**src/hdl/lprf_pkg.sv**
```systemverilog
// Package with shared constants, codes and types of the length-prefixed record FIFO.
package lprf_pkg;

  localparam int unsigned DEPTH_DEF        = 16;
  localparam int unsigned RECORD_BYTES_DEF = 64;
  localparam int unsigned LEN_W            = 7;
  localparam int unsigned BYTE_W           = 8;
  localparam int unsigned STATUS_W         = 2;
  localparam logic [LEN_W-1:0] MAX_COUNT   = 7'd64;
  localparam logic [LEN_W-1:0] LIMIT_RESET = 7'd64;

  typedef enum logic [STATUS_W-1:0] {
    STATUS_OK    = 2'd0,
    STATUS_FULL  = 2'd1,
    STATUS_EMPTY = 2'd2
  } status_t;

  typedef enum logic {
    OP_WRITE = 1'b0,
    OP_READ  = 1'b1
  } op_t;

  typedef enum logic [2:0] {
    ST_IDLE   = 3'b001,
    ST_LEN    = 3'b010,
    ST_STREAM = 3'b100
  } state_t;

endpackage

```
**src/hdl/lprf_len_mem.sv**
```systemverilog
// Synchronous store of the committed length of every record slot.
module lprf_len_mem
  import lprf_pkg::*;
#(
  parameter int unsigned DEPTH  = DEPTH_DEF,
  parameter int unsigned SLOT_W = $clog2(DEPTH_DEF)
) (
  input  logic              clk,
  input  logic              wr_en,
  input  logic [SLOT_W-1:0] wr_addr,
  input  logic [LEN_W-1:0]  wr_data,
  input  logic [SLOT_W-1:0] rd_addr,
  output logic [LEN_W-1:0]  rd_data
);

  logic [LEN_W-1:0] mem [DEPTH];
  logic [LEN_W-1:0] rd_data_r;

  always_ff @(posedge clk) begin
    if (wr_en) begin
      mem[wr_addr] <= wr_data;
    end
    rd_data_r <= mem[rd_addr];
  end

  assign rd_data = rd_data_r;

endmodule

```
**config.mk**
```make
export PLATFORM = sky130hd
export DESIGN_NAME = lprf_len_mem
export DESIGN_NICKNAME = d
export VERILOG_FILES = /design/src/hdl/lprf_pkg.sv /design/src/hdl/lprf_len_mem.sv
export SDC_FILE = /design/constraint.sdc
export NUM_CORES = 1
export LEC_CHECK = 0
export ABC_AREA = 1
export BUFFER_PORTS_ARGS = -buffer_cell sky130_fd_sc_hd__buf_4
export CORE_ASPECT_RATIO = 0.6
export CORE_MARGIN = 3
export CORE_UTILIZATION = 30
export CTS_CLUSTER_DIAMETER = 150
export DETAILED_ROUTE_END_ITERATION = 12
export MAX_ROUTING_LAYER = met4
export PLACE_DENSITY = 0.52
export SYNTH_ARGS = -nofsm -noshare
export SYNTH_HDL_FRONTEND = slang
export SYNTH_SLANG_ARGS = --single-unit
```
**constraint.sdc**
```tcl
create_clock -name clk -period 1.4 [get_ports clk]
set_clock_uncertainty 0.1 [all_clocks]
set_input_delay 0.28 -clock clk [delete_from_list [all_inputs] [get_ports clk]]
set_output_delay 0.28 -clock clk [all_outputs]
set_load 0.05 [all_outputs]
```
==> key figures <==
GRT
  – Largest net degree at the start of global routing: 50
  – All-Layer GR Usage: 13.9%
  – Antenna violations before repair: 0
  – Congestion Overflow GR: 0
  – Vias in the first global route: 3268
  – First-pass GRT wire length: 18.8 mm

Route
  – Routed wire length per instance: 15.6 um
  – Vias/cell: 4.47
  – DR vias: between 3000 and 4000
  – DR pass1 iterations: 5
  – Post-DRT Antenna Nets: 0
  – Drt drc: 0
  – Final wirelength: roughly 12 mm
  – First DRT Iteration DRCs: 332

Clock network
  – Hold-fix buffers at CTS: 0
  – CTS buffer count: 17
  – Clock transition at path regs: ~0.050 ns
  – CTS tree: yes
  – Max clock buf depth: 2
  – H-tree depth: 4
  – Setup bufs post-CTS: 0
  – Post-cts sizing count: 0
  – Root buf cell: clkbuf_16
  – Clk_lat worst skew: 0.41 ns
  – Clock Sink Count: between 100 and 150

Timing
  – RSZ-0062 raised after global routing: false
  – Final hold violation count: 0
  – Final Worst Setup Slack: 0.0259 ns
  – Setup TNS: 0 ns
  – Max-slew headroom: between 70 and 80%
  – Slew Viols, Final: 0
  – Slew @ Worst Pin: approximately 0.38 ns
  – Min Tclk post-route: 1.37 ns
  – # setup viols final: 0
  – Max Fclk: between 700 and 800 MHz
  – Crit share post-route: 98.2%

Synth
  – Synth warn: 0
  – Leading area contributor after synthesis: edfxtp_1
  – Synth top area share: 66.8%
  – Main combinational cell family by area after synthesis: simple AND/OR/NAND/NOR gates
  – Syn Std Cell Area: 0.00503 mm2
  – Register bit count reported by yosys: 119
  – Synthesized area per cell: 10.4 um2
  – Top cells by area, synth: edfxtp_1 67%, nand2_1 11%, nand3_1 8.4%
  – Sequential area share after synthesis: between 60 and 70%
  – Number of distinct library cells after synthesis: 12
  – Synth Area in Compound Gates: 0%
  – Mux cell area share after synthesis: 0%
  – Adder-cell area share of the yosys netlist: 0%
  – XOR/XNOR share of the synthesized area: 0%
  – Syn_nets: 502
  – Cells after synthesis: 485
  – Synth Area in Simple Gates: 21.3%

Critical path
  – Critical path endpoint category: output pin
  – CP Buf/Inv Count: 1
  – Launch point of the critical path: rd_data[1]
  – Worst-path fanout max: 1
  – Critical path required time: 1.02 ns
  – RR Startpoint: mem[15][6]
  – CP Launch Type: register
  – CP max stage cell: dfxtp_1
  – Worst path max stage delay: 0.37 ns
  – Crit path DAT: 0.99 ns
  – R2R cell count: 6
  – WP depth: 1
  – Top delay family on crit path: flip-flops
  – Cells along the critical path: buf_4
  – WS Path Type: register to output pin

Job
  – Max Cap Violations: 0

Floorplanning
  – Starting Density: 31.7%
  – Chip Width: between 150 and 200 um
  – Core area: 0.0159 mm2
  – Die height: 106 um
  – Num ports: 24
  – Standard-cell rows: 35
  – Die area: 0.0184 mm2

Pwr
  – Clock share of power: 45.3%
  – Sw power: between 0.0015 and 0.002 W
  – Tot Pwr: 0.00847 W
  – Sw Share: between 20% and 30%
  – Combinational group share of total power: 7.3%
  – VDD IR-drop max: 728 uV
  – Cell Pwr Density: around 1400 mW/mm2
  – Internal power: 0.00655 W
  – Static leakage: 2.63 nW
  – Register share of total power: 47.4%

Hold path
  – Worst Hold Depth: 1
  – Worst hold-check path type: input pin to register
  – Hold path start: wr_data[1]

Place
  – Port Buf Inserts: 23
  – Placement Setup Slack: between 0.004 and 0.005 ns
  – GP Congestion: 0.858
  – Post-DP HPWL: 7.79 mm
  – Post-Place Cells: 734

Final layout
  – Most frequent cells in the layout: 152 x nand2_1, 112 x edfxtp_1, 88 x inv_1
  – Layout net count: 548
  – Fin cells: ~770
  – Utilization after layout: 38.6%
  – P&R area growth vs syn: 21.7%
  – FILL cells: 1521
  – Layout cells sized above 1: 13.4%
  – Ant diodes: 0
  – Most common cell after layout, fill and taps aside: nand2_1

Status
  – Status: complete, no violations
## final timing paths
| path | end | slack, ns |
|---|---|---|
| max | rd_data[1] | 0.03 |
| min | mem[1][1] | 0.10 |
| max reg2reg | rd_data[6] | 0.33 |
| min reg2reg | rd_data[1] | 0.58 |
## power groups by stage
stage | logic, W | registers [W] | clock network [W]
3_3_place_gp | 0.000621 | 0.00408 | 0
3_5_place_dp | 0.000622 | 0.00408 | 0
4_1_cts | 0.000625 | 0.00401 | 0.00389
2_1_floorplan | 0.000273 | 0.00416 | 0
6_report | 0.000619 | 0.00401 | 0.00384
5_1_grt | 0.000681 | 0.00402 | 0.00406
## logic make-up after synthesis
| group | after synthesis |
|---|---|
| buffers and inverters | 110 |
| flip-flops | 119 |
| AND/OR/NAND/NOR | 256 |
## metal layers
metal | GRT usage [%] | part of all wire (%) | vias up | wire length [um]
met5 | - | 0 | - | 0
met4 | 3.82 | 1.0 | 0 | 125
met3 | 3.78 | 7.1 | 16 | 851
met2 | 18.6 | 40 | 121 | 4750
met1 | 20.5 | 52 | 1637 | 6200
li1 | - | - | 1653 | -
## synth_stat cells
cell,number
nand2_1,152
edfxtp_1,112
inv_1,88
nand3_1,85
nor2_1,17
buf_2,11
dfxtp_1,7
buf_4,6
clkbuf_1,2
inv_2,2
nand3b_1,2
buf_6,1
## layout make-up
cell class,instances,area [um2],area share (%)
tap,222,278,4.53
timing repair buffer,47,415,6.78
clock buffer,18,429,7.00
clock inverter,14,91.3,1.49
sequential,119,3500,57.2
multi-input combinational,256,1070,17.5
inverter,90,338,5.51
## through the flow
stage               hold WS [ns]  area [um2]
floorplan                  0.279        5030
global placement           0.524        5610
detailed placement         0.515        5610
CTS                       0.0977        6130
global route               0.111        6130
finish                     0.103        6130
## registers in the layout, summed over array words and instances, names as in the netlist
| register | cells |
|---|---|
| mem | 112 |
| rd_data | 7 |
## worst register-to-register path: stages, from the launching register on
cell and delay (ns):
edfxtp_1 0.36, inv_1 0.06, nand2_1 0.05, nand3_1 0.09
nand3_1 0.10, nand3_1 0.11, nand2_1 0.08
Note: power is estimated with default switching activity, not from simulation.
